<file path="config.mk">
export PLATFORM = sky130hd
export DESIGN_NAME = att_ctrl_flat
export DESIGN_NICKNAME = d
export VERILOG_FILES = /design/src/att_pkg.sv /design/src/att_if.sv /design/src/att_ctrl.sv /design/src/flat_wrapper.sv
export SDC_FILE = /design/constraint.sdc
export NUM_CORES = 1
export LEC_CHECK = 0
export ABC_AREA = 0
export BUFFER_PORTS_ARGS = -buffer_cell sky130_fd_sc_hd__buf_2
export CORE_AREA = 2 2 133 135
export CTS_CLUSTER_DIAMETER = 100
export DETAILED_ROUTE_END_ITERATION = 16
export DIE_AREA = 0 0 135 137
export PLACE_DENSITY = 0.81
export REMOVE_ABC_BUFFERS = 1
export SKIP_CTS_REPAIR_TIMING = 1
export SLEW_MARGIN = 25
export SYNTH_ARGS = -nofsm -noshare
export SYNTH_HDL_FRONTEND = slang
export SYNTH_SLANG_ARGS = --single-unit
</file>
<file path="constraint.sdc">
create_clock -name i_clk -period 7.1 [get_ports i_clk]
set_clock_uncertainty 0.15 [all_clocks]
set_input_delay 1.42 -clock i_clk [delete_from_list [all_inputs] [get_ports i_clk]]
set_output_delay 1.42 -clock i_clk [all_outputs]
set_load 0.1 [all_outputs]
</file>
<file path="src/att_pkg.sv">
// Package: shared constants, types and helpers for the ANSI text terminal.
package att_pkg;

    localparam int COLUMNS    = 80;
    localparam int ROWS       = 25;
    localparam int MAX_PARAMS = 10;
    localparam int CELLS      = ROWS * COLUMNS;

    localparam int COL_W  = $clog2(COLUMNS);
    localparam int ROW_W  = $clog2(ROWS);
    localparam int ADDR_W = $clog2(CELLS);
    localparam int PIDX_W = $clog2(MAX_PARAMS);
    localparam int PCNT_W = $clog2(MAX_PARAMS + 1);
    localparam int PAR_W  = 14;
    localparam int CELL_W = 16;

    localparam logic [7:0] ESC_BYTE       = 8'h1b;
    localparam logic [7:0] WHITE_ON_BLACK = 8'h0f;
    localparam logic [7:0] SPACE_BYTE     = 8'h20;
    localparam logic [PAR_W-1:0] PARAM_LIMIT = PAR_W'(9999);

    localparam logic [1:0] MODE_NORMAL = 2'd0;
    localparam logic [1:0] MODE_ESC    = 2'd1;
    localparam logic [1:0] MODE_PARAM  = 2'd2;

    typedef enum logic [3:0] {
        S_INIT,      // clearing pass after reset
        S_IDLE,
        S_READ,      // wait for RAM read data
        S_RESULT,    // result held until taken
        S_SC_RD,     // scroll: read source cell
        S_SC_WR,     // scroll: write one row up
        S_FILL,      // write blanks over a range
        S_M_RD,      // colour list: fetch parameter
        S_M_AP,      // colour list: apply parameter
        S_H_RD0,
        S_H_RD1,
        S_H_AP,
        S_J_RD,
        S_J_AP
    } t_state;

    // controller -> datapath
    typedef struct packed {
        logic                   ram_we;
        logic [ADDR_W-1:0]      ram_waddr;
        logic [CELL_W-1:0]      ram_wdata;
        logic [ADDR_W-1:0]      ram_raddr;
        logic                   par_we;
        logic [PIDX_W-1:0]      par_waddr;
        logic [PAR_W-1:0]       par_wdata;
        logic [PIDX_W-1:0]      par_raddr;
    } t_dp_cmd;

    // datapath -> controller
    typedef struct packed {
        logic [CELL_W-1:0]      ram_rdata;
        logic [PAR_W-1:0]       par_rdata;
    } t_dp_stat;

    function automatic logic [ADDR_W-1:0] cell_addr(input logic [ROW_W-1:0] row,
                                                    input logic [COL_W-1:0] col);
        return ADDR_W'(row * COLUMNS) + ADDR_W'(col);
    endfunction

endpackage

</file>
<file path="src/att_if.sv">
// Interfaces: valid/ready item channels for requests and results.
interface att_req_if;
    logic                          valid;
    logic                          ready;
    logic                          req_type;
    logic [7:0]                    char_byte;
    logic [10:0]                   cell_index;
    modport source (output valid, req_type, char_byte, cell_index, input ready);
    modport sink   (input valid, req_type, char_byte, cell_index, output ready);
endinterface

interface att_rsp_if;
    logic                          valid;
    logic                          ready;
    logic [15:0]                   cell_data;
    logic [10:0]                   cursor_index;
    logic                          in_escape;
    modport source (output valid, cell_data, cursor_index, in_escape, input ready);
    modport sink   (input valid, cell_data, cursor_index, in_escape, output ready);
endinterface

</file>
<file path="src/att_ctrl.sv">
// Controller: byte decoder, escape parser, cursor and memory sequencing.
module att_ctrl (
    input  logic              i_clk,
    input  logic              i_rst_n,
    att_req_if.sink           req,
    att_rsp_if.source         rsp,
    output att_pkg::t_dp_cmd  o_cmd,
    input  att_pkg::t_dp_stat i_stat
);
    localparam int AW = att_pkg::ADDR_W;
    localparam int CW = att_pkg::COL_W;
    localparam int RW = att_pkg::ROW_W;
    localparam int PW = att_pkg::PAR_W;

    att_pkg::t_state r_state, n_state;
    logic [RW-1:0]   r_row, n_row;
    logic [CW-1:0]   r_col, n_col;
    logic [7:0]      r_color, n_color;
    logic [1:0]      r_mode, n_mode;
    logic [att_pkg::PCNT_W-1:0] r_pcnt, n_pcnt;
    logic [PW-1:0]   r_acc, n_acc;
    logic            r_seen, n_seen;
    logic [AW-1:0]   r_ptr, n_ptr;      // walk pointer
    logic [AW-1:0]   r_end, n_end;      // last cell of a fill
    logic [att_pkg::PCNT_W-1:0] r_pi, n_pi;
    logic [3:0]      r_fg, n_fg;
    logic [3:0]      r_bg, n_bg;
    logic [PW-1:0]   r_p0, n_p0;
    logic [15:0]     r_data, n_data;
    att_pkg::t_dp_cmd cmd;

    logic [7:0]      c;
    logic [PW+3:0]   acc_mul;
    logic [PW-1:0]   pv;
    logic [CW:0]     tab_col;
    logic [CW:0]     col_inc;
    logic [PW-1:0]   push_val;

    always_ff @(posedge i_clk) begin
        if (!i_rst_n) begin
            r_state  <= att_pkg::S_INIT;
            r_row    <= '0;
            r_col    <= '0;
            r_color  <= att_pkg::WHITE_ON_BLACK;
            r_mode   <= att_pkg::MODE_NORMAL;
            r_pcnt   <= '0;
            r_acc    <= '0;
            r_seen   <= 1'b0;
            r_ptr    <= '0;
            r_end    <= AW'(att_pkg::CELLS - 1);
        end else begin
            r_state  <= n_state;
            r_row    <= n_row;
            r_col    <= n_col;
            r_color  <= n_color;
            r_mode   <= n_mode;
            r_pcnt   <= n_pcnt;
            r_acc    <= n_acc;
            r_seen   <= n_seen;
            r_ptr    <= n_ptr;
            r_end    <= n_end;
        end
        r_pi   <= n_pi;
        r_fg   <= n_fg;
        r_bg   <= n_bg;
        r_p0   <= n_p0;
        r_data <= n_data;
    end

    assign c        = req.char_byte;
    assign acc_mul  = (PW+4)'(r_acc) * (PW+4)'(10) + (PW+4)'(c - 8'h30);
    assign pv       = i_stat.par_rdata;
    assign tab_col  = ((CW+1)'(r_col) + (CW+1)'(4)) & ~(CW+1)'(3);
    assign col_inc  = (CW+1)'(r_col) + (CW+1)'(1);
    assign push_val = r_seen ? r_acc : '0;

    always_comb begin
        n_state  = r_state;
        n_row    = r_row;
        n_col    = r_col;
        n_color  = r_color;
        n_mode   = r_mode;
        n_pcnt   = r_pcnt;
        n_acc    = r_acc;
        n_seen   = r_seen;
        n_ptr    = r_ptr;
        n_end    = r_end;
        n_pi     = r_pi;
        n_fg     = r_fg;
        n_bg     = r_bg;
        n_p0     = r_p0;
        n_data   = r_data;
        cmd      = '0;
        cmd.ram_raddr = r_ptr;
        cmd.par_raddr = r_pi[att_pkg::PIDX_W-1:0];
        req.ready = 1'b0;

        unique case (r_state)
            att_pkg::S_INIT: begin
                cmd.ram_we    = 1'b1;
                cmd.ram_waddr = r_ptr;
                cmd.ram_wdata = {att_pkg::WHITE_ON_BLACK, att_pkg::SPACE_BYTE};
                n_ptr = r_ptr + AW'(1);
                if (r_ptr == AW'(att_pkg::CELLS - 1)) begin
                    n_state = att_pkg::S_IDLE;
                end
            end
            att_pkg::S_IDLE: begin
                req.ready = 1'b1;
                n_data    = '0;
                if (req.valid) begin
                    n_state = att_pkg::S_RESULT;
                    if (req.req_type) begin
                        cmd.ram_raddr = req.cell_index[AW-1:0];
                        n_state = att_pkg::S_READ;
                    end else if (r_mode == att_pkg::MODE_ESC) begin
                        n_mode = att_pkg::MODE_NORMAL;
                        if (c == 8'h5b) begin
                            n_mode = att_pkg::MODE_PARAM;
                            n_pcnt = '0;
                            n_acc  = '0;
                            n_seen = 1'b0;
                        end
                    end else if (r_mode != att_pkg::MODE_NORMAL) begin
                        if (c >= 8'h30 && c <= 8'h39) begin
                            n_acc  = (acc_mul > (PW+4)'(att_pkg::PARAM_LIMIT))
                                     ? att_pkg::PARAM_LIMIT : acc_mul[PW-1:0];
                            n_seen = 1'b1;
                        end else if (c == 8'h3b || (c >= 8'h40 && c <= 8'h5a) ||
                                     (c >= 8'h61 && c <= 8'h7a)) begin
                            if (r_pcnt < att_pkg::PCNT_W'(att_pkg::MAX_PARAMS)) begin
                                cmd.par_we    = 1'b1;
                                cmd.par_waddr = r_pcnt[att_pkg::PIDX_W-1:0];
                                cmd.par_wdata = push_val;
                                n_pcnt = r_pcnt + att_pkg::PCNT_W'(1);
                            end
                            n_acc  = '0;
                            n_seen = 1'b0;
                            if (c != 8'h3b) begin
                                n_mode = att_pkg::MODE_NORMAL;
                                n_pi   = '0;
                                n_fg   = r_color[3:0];
                                n_bg   = r_color[7:4];
                                if (c == 8'h48) begin
                                    n_state = att_pkg::S_H_RD0;
                                end else if (c == 8'h4a) begin
                                    n_state = att_pkg::S_J_RD;
                                end else if (c == 8'h4b) begin
                                    n_ptr   = att_pkg::cell_addr(r_row, r_col);
                                    n_end   = att_pkg::cell_addr(r_row, CW'(att_pkg::COLUMNS - 1));
                                    n_state = att_pkg::S_FILL;
                                end else if (c == 8'h6d) begin
                                    n_state = att_pkg::S_M_RD;
                                end
                            end
                        end
                    end else if (c == att_pkg::ESC_BYTE) begin
                        n_mode = att_pkg::MODE_ESC;
                    end else if (c == 8'h0a || (c != 8'h09 && c != 8'h08 &&
                                 col_inc >= (CW+1)'(att_pkg::COLUMNS)) ||
                                 (c == 8'h09 && tab_col >= (CW+1)'(att_pkg::COLUMNS))) begin
                        // character at last column, newline or tab past the end
                        if (c != 8'h0a && c != 8'h09) begin
                            cmd.ram_we    = 1'b1;
                            cmd.ram_waddr = att_pkg::cell_addr(r_row, r_col);
                            cmd.ram_wdata = {r_color, c};
                        end
                        n_col = '0;
                        if (r_row == RW'(att_pkg::ROWS - 1)) begin
                            n_ptr   = AW'(att_pkg::COLUMNS);
                            n_state = att_pkg::S_SC_RD;
                        end else begin
                            n_row = r_row + RW'(1);
                        end
                    end else if (c == 8'h09) begin
                        n_col = tab_col[CW-1:0];
                    end else if (c == 8'h08) begin
                        if (r_col == '0) begin
                            if (r_row != '0) begin
                                n_row = r_row - RW'(1);
                            end
                            n_col = CW'(att_pkg::COLUMNS - 1);
                        end else begin
                            n_col = r_col - CW'(1);
                        end
                        cmd.ram_we    = 1'b1;
                        cmd.ram_waddr = att_pkg::cell_addr(n_row, n_col);
                        cmd.ram_wdata = {r_color, att_pkg::SPACE_BYTE};
                    end else begin
                        cmd.ram_we    = 1'b1;
                        cmd.ram_waddr = att_pkg::cell_addr(r_row, r_col);
                        cmd.ram_wdata = {r_color, c};
                        n_col = col_inc[CW-1:0];
                    end
                    if (req.req_type && req.cell_index >= 11'(att_pkg::CELLS)) begin
                        n_state = att_pkg::S_RESULT;
                    end
                end
            end
            att_pkg::S_READ: begin
                n_data  = i_stat.ram_rdata;
                n_state = att_pkg::S_RESULT;
            end
            att_pkg::S_RESULT: begin
                if (rsp.ready) begin
                    n_state = att_pkg::S_IDLE;
                end
            end
            att_pkg::S_SC_RD: begin
                n_state = att_pkg::S_SC_WR;
            end
            att_pkg::S_SC_WR: begin
                cmd.ram_we    = 1'b1;
                cmd.ram_waddr = r_ptr - AW'(att_pkg::COLUMNS);
                cmd.ram_wdata = i_stat.ram_rdata;
                if (r_ptr == AW'(att_pkg::CELLS - 1)) begin
                    n_ptr   = AW'((att_pkg::ROWS - 1) * att_pkg::COLUMNS);
                    n_end   = AW'(att_pkg::CELLS - 1);
                    n_state = att_pkg::S_FILL;
                end else begin
                    n_ptr   = r_ptr + AW'(1);
                    n_state = att_pkg::S_SC_RD;
                end
            end
            att_pkg::S_FILL: begin
                cmd.ram_we    = 1'b1;
                cmd.ram_waddr = r_ptr;
                cmd.ram_wdata = {r_color, att_pkg::SPACE_BYTE};
                n_ptr = r_ptr + AW'(1);
                if (r_ptr == r_end) begin
                    n_state = att_pkg::S_RESULT;
                end
            end
            att_pkg::S_M_RD: begin
                if (r_pcnt == '0) begin
                    n_color = att_pkg::WHITE_ON_BLACK;
                    n_state = att_pkg::S_RESULT;
                end else if (r_pi == r_pcnt) begin
                    n_color = {r_bg, r_fg};
                    n_state = att_pkg::S_RESULT;
                end else begin
                    n_state = att_pkg::S_M_AP;
                end
            end
            att_pkg::S_M_AP: begin
                if (pv == '0) begin
                    n_fg = 4'hf;
                    n_bg = '0;
                end else if (pv >= PW'(30) && pv <= PW'(37)) begin
                    n_fg = {1'b0, pv[2:0] - 3'd6};
                end else if (pv >= PW'(40) && pv <= PW'(47)) begin
                    n_bg = {1'b0, pv[2:0]};
                end
                n_pi    = r_pi + att_pkg::PCNT_W'(1);
                n_state = att_pkg::S_M_RD;
            end
            att_pkg::S_H_RD0: begin
                n_pi    = att_pkg::PCNT_W'(1);
                n_state = att_pkg::S_H_RD1;
            end
            att_pkg::S_H_RD1: begin
                n_p0    = (r_pcnt > '0) ? pv : PW'(1);
                n_state = att_pkg::S_H_AP;
            end
            att_pkg::S_H_AP: begin
                if (r_p0 <= PW'(1)) begin
                    n_row = '0;
                end else if (r_p0 >= PW'(att_pkg::ROWS)) begin
                    n_row = RW'(att_pkg::ROWS - 1);
                end else begin
                    n_row = RW'(r_p0 - PW'(1));
                end
                if (r_pcnt <= att_pkg::PCNT_W'(1) || pv <= PW'(1)) begin
                    n_col = '0;
                end else if (pv >= PW'(att_pkg::COLUMNS)) begin
                    n_col = CW'(att_pkg::COLUMNS - 1);
                end else begin
                    n_col = CW'(pv - PW'(1));
                end
                n_state = att_pkg::S_RESULT;
            end
            att_pkg::S_J_RD: begin
                n_state = att_pkg::S_J_AP;
            end
            att_pkg::S_J_AP: begin
                n_state = att_pkg::S_RESULT;
                if (r_pcnt > '0 && (pv == PW'(2) || pv == PW'(3))) begin
                    n_row   = '0;
                    n_col   = '0;
                    n_ptr   = '0;
                    n_end   = AW'(att_pkg::CELLS - 1);
                    n_state = att_pkg::S_FILL;
                end
            end
            default: n_state = att_pkg::S_IDLE;
        endcase
    end

    assign o_cmd            = cmd;
    assign rsp.valid        = (r_state == att_pkg::S_RESULT);
    assign rsp.cell_data    = r_data;
    assign rsp.cursor_index = 11'(att_pkg::cell_addr(r_row, r_col));
    assign rsp.in_escape    = (r_mode != att_pkg::MODE_NORMAL);
endmodule

</file>
<file path="src/flat_wrapper.sv">
// flat-port wrapper written by rule: the top's interface ports become plain ports
module att_ctrl_flat 
  (i_clk, i_rst_n, o_cmd, i_stat, req_valid, req_req_type, req_char_byte, req_cell_index, req_ready, rsp_valid, rsp_cell_data, rsp_cursor_index, rsp_in_escape, rsp_ready);
  att_req_if req_i ();
  att_rsp_if rsp_i ();
  input  logic i_clk;
  input  logic i_rst_n;
  output att_pkg::t_dp_cmd o_cmd;
  input  att_pkg::t_dp_stat i_stat;
  input wire logic [$bits(req_i.valid)-1:0] req_valid;
  input wire logic [$bits(req_i.req_type)-1:0] req_req_type;
  input wire logic [$bits(req_i.char_byte)-1:0] req_char_byte;
  input wire logic [$bits(req_i.cell_index)-1:0] req_cell_index;
  output wire logic [$bits(req_i.ready)-1:0] req_ready;
  output wire logic [$bits(rsp_i.valid)-1:0] rsp_valid;
  output wire logic [$bits(rsp_i.cell_data)-1:0] rsp_cell_data;
  output wire logic [$bits(rsp_i.cursor_index)-1:0] rsp_cursor_index;
  output wire logic [$bits(rsp_i.in_escape)-1:0] rsp_in_escape;
  input wire logic [$bits(rsp_i.ready)-1:0] rsp_ready;
  assign req_i.valid = req_valid;
  assign req_i.req_type = req_req_type;
  assign req_i.char_byte = req_char_byte;
  assign req_i.cell_index = req_cell_index;
  assign req_ready = req_i.ready;
  assign rsp_valid = rsp_i.valid;
  assign rsp_cell_data = rsp_i.cell_data;
  assign rsp_cursor_index = rsp_i.cursor_index;
  assign rsp_in_escape = rsp_i.in_escape;
  assign rsp_i.ready = rsp_ready;
  att_ctrl u_core (.i_clk(i_clk), .i_rst_n(i_rst_n), .req(req_i), .rsp(rsp_i), .o_cmd(o_cmd), .i_stat(i_stat));
endmodule
</file>
==> impl_metrics.json <==
{
  "status": "complete, no violations",
  "vdd_drop_max_uv": 113,
  "drt_iter0_markers": 1184,
  "diodes": 0,
  "critical_path_class": "register to output port",
  "synth-compound-area-share_pct": 25.6,
  "cap_violations": 0,
  "postPlaceCellArea_um2": 10800,
  "cts_htree_levels": 3,
  "ys_seq_elements": 105,
  "grt_max_degree": 35,
  "power_frac_comb_pct": 10.9,
  "grt.busiest_layer": "met2",
  "via_per_inst": 6.46,
  "synthMuxAreaShare_pct": 1.85,
  "startpoint_type": "register",
  "seq_area_frac_synth_pct": 25.4,
  "critical_path_required_ns": 5.53,
  "tns_ns": 0,
  "synth_edf_count": 42,
  "power_per_cell_area_nw_per_um2": 114,
  "met1_usage_pct": 45.8,
  "grt_pass1_wl_um": 48700,
  "finalCritPeriodShare_pct": 95.7,
  "cts_inserted_buffers": 9,
  "ant_nets": 0,
  "cts_tree": "yes",
  "grt_pass1_vias": 9318,
  "finish.instance_area_um2": 11000,
  "p_clk_share_pct": 39.4,
  "dieArea_um2": 18500,
  "syn_area_um2": 9940,
  "utilization_pct": 64.7,
  "hold_violations": 0,
  "slew_headroom_pct": 27.1,
  "vias": 10200,
  "clk_latency_ns": 0.37,
  "crit_arrival_ns": 5.22,
  "fp.dieW_um": 135,
  "place.gp.congestion": 0.967,
  "cts_sinks": 105,
  "core_area_um2": 17100,
  "power_mw": 1.26,
  "power_leakage_nw": 4.80,
  "synthAdderAreaFrac_pct": 12.7,
  "p_int_uw": 906,
  "die_y_um": 137,
  "grt_use_met3_pct": 7.48,
  "start_util_pct": 58.3,
  "syn_avg_cell_area_um2": 7.97,
  "synth.distinct_cells": 94,
  "clock_path_buffers": 2,
  "drc": 0,
  "slew_viol_final": 0,
  "rsz0062_at_grt": "no",
  "grt.total_usage_pct": 33.3,
  "overflow": 0,
  "p_sw_uw": 349,
  "setup_viol": 0,
  "post-dp-hpwl_um": 23900,
  "dp_cells": 1567,
  "wire_per_inst_um": 20.0,
  "drive_gt1_share_pct": 16.7,
  "numPortBuffers": 145,
  "max_freq_mhz": 147,
  "synthArstFlopShare_pct": 0,
  "fin_nets": 1504,
  "yosys.area_share.simple_pct": 23.2,
  "antenna_found_initial": 0,
  "cp_max_fo": 7,
  "seq_power_share_pct": 49.8,
  "firstDrtPassIters": 7,
  "syn_inst": 1247,
  "synth_xor_area_share_pct": 6.17,
  "layout_commonest_cell": "buf_2",
  "synth_flop_cell": "dfxtp_1",
  "syn_to_final_growth_pct": 11.0,
  "yosysWarnings": 0,
  "rows": 48,
  "cp-end-kind": "output port",
  "met2_usage_pct": 51.6,
  "switching_share_pct": 27.8,
  "io-pin-count": 146,
  "tightest_slew_ns": 1.08,
  "hp-class": "register to register",
  "cts.clk_slew.worst_paths_ns": 0.07,
  "post-route-min-period_ns": 6.79,
  "wl_um": 31600,
  "stdcell_count": 1583,
  "layout_common_cells": "buf_2 (144), nand2_1 (117), a21oi_1 (113), nor2_1 (113), o21ai_0 (93)",
  "synth_top_family_by_area": "compound AO/OA/AOI/OAI gates",
  "root_buffer": "clkbuf_16"
}
area by class of cell:
class | count | area (um2)
timing repair buffer | 159 | 833
tap | 225 | 282
inverter | 54 | 203
sequential | 105 | 2520
clock buffer | 9 | 225
clock inverter | 7 | 52.6
fill | 1533 | 6020
multi-input combinational | 1024 | 6920
cell usage after synthesis (all sizes together), types with 7 or more instances:
cell type	count	area, um2
o211ai	15	118
clkbuf	39	146
or3	7	48.8
a21oi	115	583
nand4	17	113
and3	42	263
nand2b	18	113
a22o	10	87.6
dfxtp	63	1260
xnor2	40	350
nor2	120	468
a22oi	8	60.1
inv	52	195
buf	25	166
nand2	120	458
nor4	12	75.1
nor3	29	156
mux2	11	124
edfxtp	42	1260
a211oi	23	205
nand3	33	165
xor2	30	263
ha	91	1140
and2	21	131
nor2b	12	75.1
a31oi	15	100
o21ai	97	485
a21o	10	75.1
state kept, by name, summed over array words and instances (netlist names), 5 cells and up:
| register | flops |
|---|---|
| u_core.r_acc | 14 |
| u_core.r_col | 7 |
| u_core.rsp.cell_data | 16 |
| u_core.r_end | 7 |
| u_core.r_p0 | 14 |
| u_core.r_row | 5 |
| u_core.r_color | 8 |
| u_core.r_ptr | 11 |
power by group through the flow:
stage	clock (mW)	combinational [mW]	sequential, mW
after floorplan	0	0.0827	0.638
after global routing	0.515	0.146	0.625
after CTS	0.494	0.134	0.625
after detailed placement	0	0.133	0.639
final	0.494	0.136	0.625
after global placement	0	0.131	0.639
worst paths after layout:
check | start | slack (ns) | endpoint | depth (start not counted)
setup / recovery | u_core.r_col[3] | 0.31 | o_cmd[60] | 19
hold / removal | u_core.r_color[4] | 0.35 | u_core.r_color[4] | 2
setup reg to reg | u_core.r_acc[1] | 1.93 | u_core.r_acc[1] | 20
hold reg to reg | u_core.r_color[4] | 0.35 | u_core.r_color[4] | 2
stage by stage:
stage | setup WS [ns] | hold slack, ns
global placement | 0.837 | 0.333
finish | 0.307 | 0.349
detailed placement | 0.716 | 0.342
global route | 0.0299 | 0.372
floorplan | -1.67 | 0.304
CTS | 0.315 | 0.352
logic make-up (layout without fill, tap and decap cells):
| group | Yosys count | after routing |
|---|---|---|
| flops | 105 | 105 |
| simple gates | 459 | 459 |
| fa+ha+maj | 97 | 97 |
| compound gates | 381 | 381 |
| mux | 17 | 17 |
| xor+xnor | 70 | 70 |
| buf+inv | 118 | 229 |
routing by layer:
metal,wire length [um],part of all wire (%)
met5,55,0.17
met3,3300,10
met4,976,3.1
met2,13800,44
met1,13500,43
critical path, cell delays in order (launching register included):
cell and delay [ns]:
dfxtp_1 0.32, inv_1 0.10, ha_1 0.17, or3b_4 0.40
or2_1 0.36, a21oi_2 0.27, nor2_1 0.06, a21oi_1 0.40
ha_1 0.33, ha_1 0.21, inv_1 0.07, fa_1 0.43
nand2b_1 0.17, nor2_1 0.22, o221ai_1 0.18, a221oi_1 0.31
xnor2_1 0.12, a211oi_1 0.25, a221o_1 0.14, clkbuf_4 0.32
Power figures use the tool's default switching activity.
